===== config.mk =====
export PLATFORM = sky130hd
export DESIGN_NAME = met_ctrl
export DESIGN_NICKNAME = d
export VERILOG_FILES = /design/src/design/assert_macros.svh /design/src/design/met_pkg.sv /design/src/design/met_ctrl.sv
export SDC_FILE = /design/constraint.sdc
export NUM_CORES = 1
export LEC_CHECK = 0
export ABC_AREA = 1
export BUFFER_PORTS_ARGS = -buffer_cell sky130_fd_sc_hd__buf_4
export CAP_MARGIN = 30
export CORE_MARGIN = 5
export CORE_UTILIZATION = 40
export CTS_BUF_LIST = sky130_fd_sc_hd__clkbuf_8 sky130_fd_sc_hd__clkbuf_16
export CTS_CLUSTER_DIAMETER = 50
export DETAILED_ROUTE_END_ITERATION = 6
export HOLD_SLACK_MARGIN = 0.08
export MAX_ROUTING_LAYER = met4
export PLACE_DENSITY = 0.56
export SLEW_MARGIN = 20
export SYNTH_ARGS = -nofsm -noshare
export SYNTH_HDL_FRONTEND = slang
export SYNTH_SLANG_ARGS = --single-unit

===== constraint.sdc =====
create_clock -name clk -period 1.8 [get_ports clk]
set_clock_uncertainty 0.05 [all_clocks]
set_input_delay 0.27 -clock clk [delete_from_list [all_inputs] [get_ports clk]]
set_output_delay 0.27 -clock clk [all_outputs]
set_load 0.1 [all_outputs]

===== src/design/assert_macros.svh =====
`ifndef ASSERT_MACROS_SVH
`define ASSERT_MACROS_SVH

// Checks that a condition in one cycle implies another in the same cycle.
`define ASSERT_IMPL(name, pre, post) \
	name: assert property (@(posedge clk) disable iff (!arst_n) (pre) |-> (post)) \
		else $error("assertion failed");

// Checks that a condition in one cycle implies another in the next cycle.
`define ASSERT_NEXT(name, pre, post) \
	name: assert property (@(posedge clk) disable iff (!arst_n) (pre) |=> (post)) \
		else $error("assertion failed");

`endif


===== src/design/met_pkg.sv =====
package met_pkg;

	localparam int ROW_W       = 12;
	localparam int COL_W       = 12;
	localparam int ITER_W      = 16;
	localparam int COLOR_W     = 8;
	localparam int COLOR_SHIFT = 24;
	localparam int FX_W        = 64;
	localparam int MAG_W       = 63;
	localparam int ACC_W       = 128;
	localparam int SHIFT_W     = 32;
	localparam int STEP_W      = 58;
	localparam int OFF_W       = 34;
	localparam int CFG_IDX_W   = 2;
	localparam int CFG_DATA_W  = 58;
	localparam int IN_W        = 24;
	localparam int OUT_W       = 40;
	localparam int DIV_STEPS   = ITER_W + COLOR_SHIFT;
	localparam int DIV_CNT_W   = $clog2(DIV_STEPS);

	localparam logic [1:0] PHASE_LAST = 2'd3;

	localparam logic [FX_W-1:0]  FX_MAX  = 64'h7FFF_FFFF_FFFF_FFFF;
	localparam logic [FX_W-1:0]  FX_MIN  = 64'h8000_0000_0000_0001;
	localparam logic [MAG_W-1:0] MAG_MAX = 63'h7FFF_FFFF_FFFF_FFFF;

	localparam logic [SHIFT_W-1:0] SHIFT_X_RST  = 32'd960;
	localparam logic [SHIFT_W-1:0] SHIFT_Y_RST  = 32'd540;
	localparam logic [STEP_W-1:0]  STEP_RST     = 58'd1441151880758559;
	localparam logic [ITER_W-1:0]  MAX_ITER_RST = 16'd500;

	typedef enum logic [CFG_IDX_W-1:0] {
		CFG_SHIFT_X    = 2'd0,
		CFG_SHIFT_Y    = 2'd1,
		CFG_PIXEL_STEP = 2'd2,
		CFG_MAX_ITER   = 2'd3
	} cfg_idx_t;

	typedef struct packed {
		logic       en;
		logic [1:0] phase;
		logic       plane;
	} lane_ctl_t;

	typedef struct packed {
		logic      load;
		lane_ctl_t mul;
		logic      store;
		logic      add;
		logic      div_init;
		logic      div_step;
		logic      out_load;
	} cmd_t;

	typedef struct packed {
		logic escape;
		logic count_full;
		logic out_busy;
	} sts_t;

endpackage


===== src/design/met_ctrl.sv =====
module met_ctrl (
	input  logic            clk,
	input  logic            arst_n,
	input  logic            s_tvalid,
	output logic            s_tready,
	input  met_pkg::sts_t   sts,
	output met_pkg::cmd_t   cmd
);

	typedef enum logic [7:0] {
		S_IDLE  = 8'b0000_0001,
		S_MUL   = 8'b0000_0010,
		S_DRAIN = 8'b0000_0100,
		S_STORE = 8'b0000_1000,
		S_CHECK = 8'b0001_0000,
		S_ADD   = 8'b0010_0000,
		S_DIV   = 8'b0100_0000,
		S_FIN   = 8'b1000_0000
	} state_t;

	state_t                          state_q;
	state_t                          state_d;
	logic [1:0]                      phase_q;
	logic [1:0]                      phase_d;
	logic                            plane_q;
	logic                            plane_d;
	logic [met_pkg::DIV_CNT_W-1:0]   div_cnt_q;
	logic [met_pkg::DIV_CNT_W-1:0]   div_cnt_d;

	always_ff @(posedge clk or negedge arst_n) begin
		if (!arst_n) begin
			state_q   <= S_IDLE;
			phase_q   <= 2'd0;
			plane_q   <= 1'b0;
			div_cnt_q <= '0;
		end else begin
			state_q   <= state_d;
			phase_q   <= phase_d;
			plane_q   <= plane_d;
			div_cnt_q <= div_cnt_d;
		end
	end

	assign s_tready = (state_q == S_IDLE);

	always_comb begin
		state_d       = state_q;
		phase_d       = phase_q;
		plane_d       = plane_q;
		div_cnt_d     = div_cnt_q;
		cmd           = '0;
		cmd.mul.plane = plane_q;
		cmd.mul.phase = phase_q;
		unique case (state_q)
			S_IDLE: begin
				if (s_tvalid) begin
					cmd.load = 1'b1;
					plane_d  = 1'b1;
					phase_d  = 2'd0;
					state_d  = S_MUL;
				end
			end
			S_MUL: begin
				cmd.mul.en = 1'b1;
				phase_d    = phase_q + 2'd1;
				if (phase_q == met_pkg::PHASE_LAST) begin
					state_d = S_DRAIN;
				end
			end
			S_DRAIN: begin
				state_d = S_STORE;
			end
			S_STORE: begin
				cmd.store = 1'b1;
				plane_d   = 1'b0;
				state_d   = S_CHECK;
			end
			S_CHECK: begin
				if (sts.escape || sts.count_full) begin
					cmd.div_init = 1'b1;
					div_cnt_d    = '0;
					state_d      = S_DIV;
				end else begin
					state_d = S_ADD;
				end
			end
			S_ADD: begin
				cmd.add = 1'b1;
				phase_d = 2'd0;
				state_d = S_MUL;
			end
			S_DIV: begin
				cmd.div_step = 1'b1;
				div_cnt_d    = div_cnt_q + 1'b1;
				if (div_cnt_q == met_pkg::DIV_CNT_W'(met_pkg::DIV_STEPS - 1)) begin
					state_d = S_FIN;
				end
			end
			S_FIN: begin
				if (!sts.out_busy) begin
					cmd.out_load = 1'b1;
					state_d      = S_IDLE;
				end
			end
			default: begin
				state_d = S_IDLE;
			end
		endcase
	end

endmodule


==> results.md, run 1 <==
* Outcome: finished, violations left
* Failing checks: setup timing
* Gr usage total at a little over an eighth
* Number of global-route vias before repair at between 700 and 800
* Yosys warns at 0
* Post-DP HPWL at between 1.5 and 2 mm
* Top delay family on crit path: flip-flops
* Final hold vios at 0
* Minimum clock period at about 1.8 ns
* Routability Congestion at 0.843
* RSZ-0062 raised after global routing: true
* Crit path max fanout at 4
* Final WS setup at -0.00101 ns
* Core ar. at 2450 um2
* Crit-path cells: inv_2, nor2_1, nand2_1, nor2_4, nand2_2, clkinvlp_4, buf_12
* Area Overhead vs Synth at 32.7%
* Worst-Margin Slew at approximately 0.28 ns
* Placed insts at 177
* Port bufs at 16
* CP peak stage delay at between 0.5 and 0.6 ns
* Initial antenna violation count at 0
* Nets at around 160
* Post-synth EDFFs at 0
* Yosys top cell area share at 39.7%
* Antenna Diode Count at 0
* Worst Path Required at approximately 1.5 ns
* Seq/Total Area, Yosys at between 40% and 50%
* # setup viols final at 1
* First-pass GRT wire length at about 3.4 mm
* Syn Nets at around 140
* DRT antenna net count at 0
* Initial Util at roughly 40%
* Slew headroom at a little over 80%
* Fraction of registers with async set/reset at 100%
* Crit path arrival time at ~1.5 ns
* Routed vias at 830
* Min-Delay Path Class: primary input to register
* Worst Setup Path Type: register to output pin
* Root Driver: clkbuf_8
* Post-Layout Inst Area at ~1300 um2
* Leak at roughly 0.73 nW
* Synth area leaders: dfrtp_1, nand2_1, nor2_1
* Worst-Skew Late Latency at ~0.25 ns
* Hold slack at roughly 0.14 ns
* Clk sink count at 17
* CTS Buf Count at 3
* R2R Setup Slk at 0.31 ns
* Cells after Synth at between 100 and 150
* Crit start category: register
* Period utilization at 100%
* Cell variety after synth at 22
* CP max stage cell: dfstp_2
* # rows at 18
* Pwr dens at 1790 nW/um2
* #FFs+latches synth at 17
* Total wire length at approximately 2 mm
* Final-report max-slew violation count at 0
* Cell taking the most area after synthesis: dfrtp_1
* Placement Cell Area at between 1000 and 1500 um2
* Top Ports at 17
* Die X at between 60 and 70 um
* Clock-pin transition on the worst setup and hold timing paths at approximately 0.070 ns
* VDD IR max at 1.84 mV
* Worst setup EP type: output pin
* DRC at 0
* Fmax at approximately 560 MHz
* Vias/cell at ~4.5
* Max cap viols at 0
* Die area at about 3600 um2
* Layout cells sized above 1 at about a third
* Wire length per cell at ~11 um
* Synthesized area at between 1000 and 1500 um2
* Top_reg_cell synth: dfrtp_1
* Clock Path Buffers at 2
* Total gr overflow at 0
* Drt first pass iters at 4
* Pin count of the biggest net entering global routing at 18
* Htree depth at 1
* Final std cells w/o fill at about 180
* Average instance area after synthesis at between 7 and 8 um2
* Setup TNS at -0.00101 ns
* Iteration-0 DRC Markers at 20
* CTS tree: done
* Pre-CTS WS at approximately 0.16 ns
* Bufs and invs on worst path at 3
* Die Height at 60.2 um
path summary, 6_finish.rpt:
kind                                 to       start  cells after the start
min reg2reg                     plane_q     plane_q                      2
max in group asynchronous    state_q[0]      arst_n                      2
max reg2reg                div_cnt_q[2]  state_q[0]                      9
min in group asynchronous    state_q[6]      arst_n                      2
min                          state_q[5]      sts[2]                      2
max                              cmd[9]  state_q[0]                      7
layer usage:
metal  part of all wire, %  up-vias  GRT usage (%)
met5                     0        -              -
met4                   1.4        0           4.75
met3                   5.3        4           2.59
met2                    47       18           20.7
met1                    46      364           16.8
li1                      -      444              -
cell usage in the layout (no fill, tap or decap), types with 2 or more instances in the layout:
master    instances
nand2_4           3
nor2_1           18
nand3_1           4
buf_4            14
nand2_2           5
nor2_4            9
nand2_1          36
clkbuf_8          3
inv_2             6
buf_6             2
nor3_1            3
buf_12            3
nor2_2            2
dfrtp_1          15
ha_1              2
o21ai_0           5
xnor2_1           2
inv_1            12
repair_timing:
action	CTS	global route
endpoints found under the hold margin	17	0
pin swaps	1	1
endpoints found under the setup margin	4	7
buffers inserted	0	2
hold buffers	1	0
resized for setup	6	12
final cells by class:
cell class	instances	area, um2
Multi-Input combinational cell	95	561
Inverter	18	71.3
Clock inverter	1	3.75
Tap cell	30	37.5
Timing Repair Buffer	20	198
Sequential cell	17	428
Fill cell	242	1110
Clock buffer	3	41.3
cell families after synthesis:
logic type | share of synthesized area, %
XOR/XNOR | 2.60
AND/OR/NAND/NOR | 41.5
flip-flops | 42.3
AO/OA/AOI/OAI | 3.72
buffers and inverters | 7.43
adder cells (fa/ha/maj) | 2.48
report_power, final:
group	internal [W]	switching, W
registers	0.000519	0.000124
clock network	0.000151	0.000129
logic	0.000470	0.00101
total	0.00114	0.00126
registers in the layout (all words and copies together), names as in the netlist:
register and count:
div_cnt_q 6, plane_q 1, state_q 8, phase_q 2
stage by stage:
| stage | util (%) | total power [W] |
|---|---|---|
| 2_1_floorplan | - | 0.00181 |
| 3_3_place_gp | 48.9 | 0.00204 |
| 6_report | 54.6 | 0.00240 |
| 3_5_place_dp | 48.9 | 0.00205 |
| 5_1_grt | 54.6 | 0.00258 |
| 4_1_cts | 52.1 | 0.00237 |
worst register-to-register path, delay by kind of cell (launching register included):
family / cells / cell delay, ns
DFF: 1 / 0.56
and+or+nand+nor: 6 / 0.54
buffers and inverters: 2 / 0.21
AOI/OAI and AO/OA: 1 / 0.06
synth_stat cells, types with 2 or more instances:
library cell / number
nand2_1: 37
nor2_1: 20
dfrtp_1: 16
inv_1: 14
nand2_2: 6
nor2_4: 5
o21ai_0: 5
inv_2: 4
nand3_1: 4
nor2_2: 4
nor3_1: 3
ha_1: 2
xnor2_1: 2
No activity file was read; power rests on OpenSTA's default activity.
==> run 2: changes to the inputs <==
--- a/config.mk
+++ b/config.mk
@@ -13,7 +13,7 @@
 export CTS_BUF_LIST = sky130_fd_sc_hd__clkbuf_8 sky130_fd_sc_hd__clkbuf_16
 export CTS_CLUSTER_DIAMETER = 50
 export DETAILED_ROUTE_END_ITERATION = 6
-export HOLD_SLACK_MARGIN = 0.08
+export HOLD_SLACK_MARGIN = 0.06
 export MAX_ROUTING_LAYER = met4
 export PLACE_DENSITY = 0.56
 export SLEW_MARGIN = 20
==> constraint.sdc (replaced) <==
create_clock -name clk -period 1.8 [get_ports clk]
set_clock_uncertainty 0.05 [all_clocks]
set_input_delay 0.27 -clock clk [delete_from_list [all_inputs] [get_ports clk]]
set_output_delay 0.27 -clock clk [all_outputs]
set_load 0.01 [all_outputs]
==> results.md, run 2 (synthesized netlist as in run 1, its figures left out) <==
* VDD IR max at 0.743 mV
* Max cap viols at 0
* Worst setup EP type: output pin
* Iteration-0 DRC Markers at 20
* Drt first pass iters at 4
* Gr usage total at 13.5%
* Final-report max-slew violation count at 0
* Worst Path Required at 1.48 ns
* Final hold vios at 0
* Final WS setup at approximately 0.057 ns
* Crit-path cells: inv_2, nor2_1, nand2_1, nor2_4, buf_4, buf_4
* Largest register FFs at 8
* Crit path max fanout at 4
* Period utilization at between 90% and 100%
* Most frequent CP cell: buf_4
* Worst-Margin Slew at around 0.26 ns
* CP peak stage delay at around 0.56 ns
* Total wire length at between 2 and 2.5 mm
* Htree depth at 1
* Routed vias at around 840
* Biggest register: state_q
* Total gr overflow at 0
* Bufs and invs on worst path at 3
* Vias/cell at 4.63
* Top flop regs: state_q (8), div_cnt_q (6), phase_q (2)
* Die Height at 60.2 um
* DRT antenna net count at 0
* Most common cell after layout, fill and taps aside: nand2_1
* Die area at approximately 3600 um2
* Leak at 0.706 nW
* Die X at approximately 60 um
* Initial Util at 41.1%
* Hold slack at about 0.13 ns
* Most frequent cells in the layout: nand2_1, nor2_1, buf_4
* DRC at 0
* # setup viols final at 0
* Area Overhead vs Synth at 22.7%
* Outcome: completed
* Initial antenna violation count at 0
* Slew headroom at between 80 and 90%
* Port bufs at 16
* Crit path arrival time at approximately 1.4 ns
* Core ar. at 2450 um2
* Pin count of the biggest net entering global routing at 18
* Fmax at ~570 MHz
* Number of global-route vias before repair at between 800 and 900
* Fillers at about 250
* Pwr dens at 1540 nW/um2
* # rows at 18
* Root Driver: clkbuf_8
* Clock Path Buffers at 2
* Clock-pin transition on the worst setup and hold timing paths at roughly 0.070 ns
* Top Ports at 17
* CTS Buf Count at 3
* Post-DP HPWL at between 1.5 and 2 mm
* CTS tree: done
* CP max stage cell: dfstp_2
* Clk sink count at 17
* Min-Delay Path Class: primary input to register
* Minimum clock period at 1.74 ns
* RSZ-0062 raised after global routing: true
* Routability Congestion at between 0.8 and 0.9
* Wire length per cell at between 10 and 15 um
* Antenna Diode Count at 0
* Layout cells sized above 1 at between 30% and 40%
* Final Core Density at around half
* Pre-CTS WS at 0.329 ns
* R2R Setup Slk at approximately 0.37 ns
* Top delay family on crit path: flip-flops
* Power, Total at approximately 0.0019 W
* Nets at ~160
* Crit start category: register
* First-pass GRT wire length at approximately 3.6 mm
* Worst-Skew Late Latency at around 0.25 ns
* Worst Setup Path Type: register to output pin
-- run 2: cell count changes in the layout (fill, tap and decap cells not counted), sizes merged --
cell and delta:
buf -2, clkinv +1, clkinvlp -1
-- run 2: cell type report --
type,instances,area (um2),share of cell area (%)
Sequential cell,17,428,34.5
Multi-Input combinational cell,95,518,41.8
Clock inverter,1,5.00,0.404
Tap cell,30,37.5,3.03
Clock buffer,3,41.3,3.33
Inverter,18,67.6,5.45
Timing Repair Buffer,18,141,11.4
-- run 2: repair_timing --
| item | 4_1_cts | 5_1_grt |
|---|---|---|
| resized for setup | 0 | 7 |
| hold buffers | 1 | 0 |
| endpoints found under the setup margin | 0 | 3 |
| setup buffers | 0 | 1 |
| endpoints found under the hold margin | 16 | 0 |
-- run 2: path summary, 6_finish.rpt --
path / startpoint / cells after the start / endpoint
min in group asynchronous: arst_n / 2 / state_q[5]
hold / removal: sts[2] / 2 / state_q[5]
max in group asynchronous: arst_n / 2 / state_q[0]
setup reg to reg: state_q[0] / 9 / phase_q[1]
hold reg to reg: plane_q / 2 / plane_q
setup / recovery: state_q[0] / 6 / s_tready
-- run 2: metal layers --
layer  routed length, um  GRT usage (%)  share of wire, %  up-vias
met5                   0              -                 0        -
met4                  13           2.85              0.65        0
met3                  98           3.89               4.9        2
met2                 958           22.5                48       14
met1                 945           16.1                47      388
li1                    -              -                 -      438
-- run 2: worst reg2reg max path, cell delays in order, from the launching register on --
cell	delay (ns)
dfstp_2	0.56
inv_2	0.04
nor2_1	0.09
nand2_1	0.09
nor2_4	0.16
nor2_1	0.10
nand2_1	0.06
nand2_1	0.06
nand2_1	0.06
nand2_1	0.04
-- run 2: where the power goes --
group | switching (W) | total, W | internal [W] | leakage [nW]
Sequential | 0.000125 | 0.000644 | 0.000518 | 0.197
Combinational | 0.000549 | 0.000970 | 0.000421 | 0.483
Clock | 0.000135 | 0.000288 | 0.000153 | 0.0255
-- run 2: per-stage QoR --
stage | std cells | setup TNS (ns) | cell area, um2
6_report | 182 | 0 | 1240
4_1_cts | 181 | 0 | 1220
5_1_grt | 182 | -0.0187 | 1240
2_1_floorplan | 131 | 0 | 1010
3_5_place_dp | 176 | 0 | 1160
3_3_place_gp | 176 | 0 | 1160
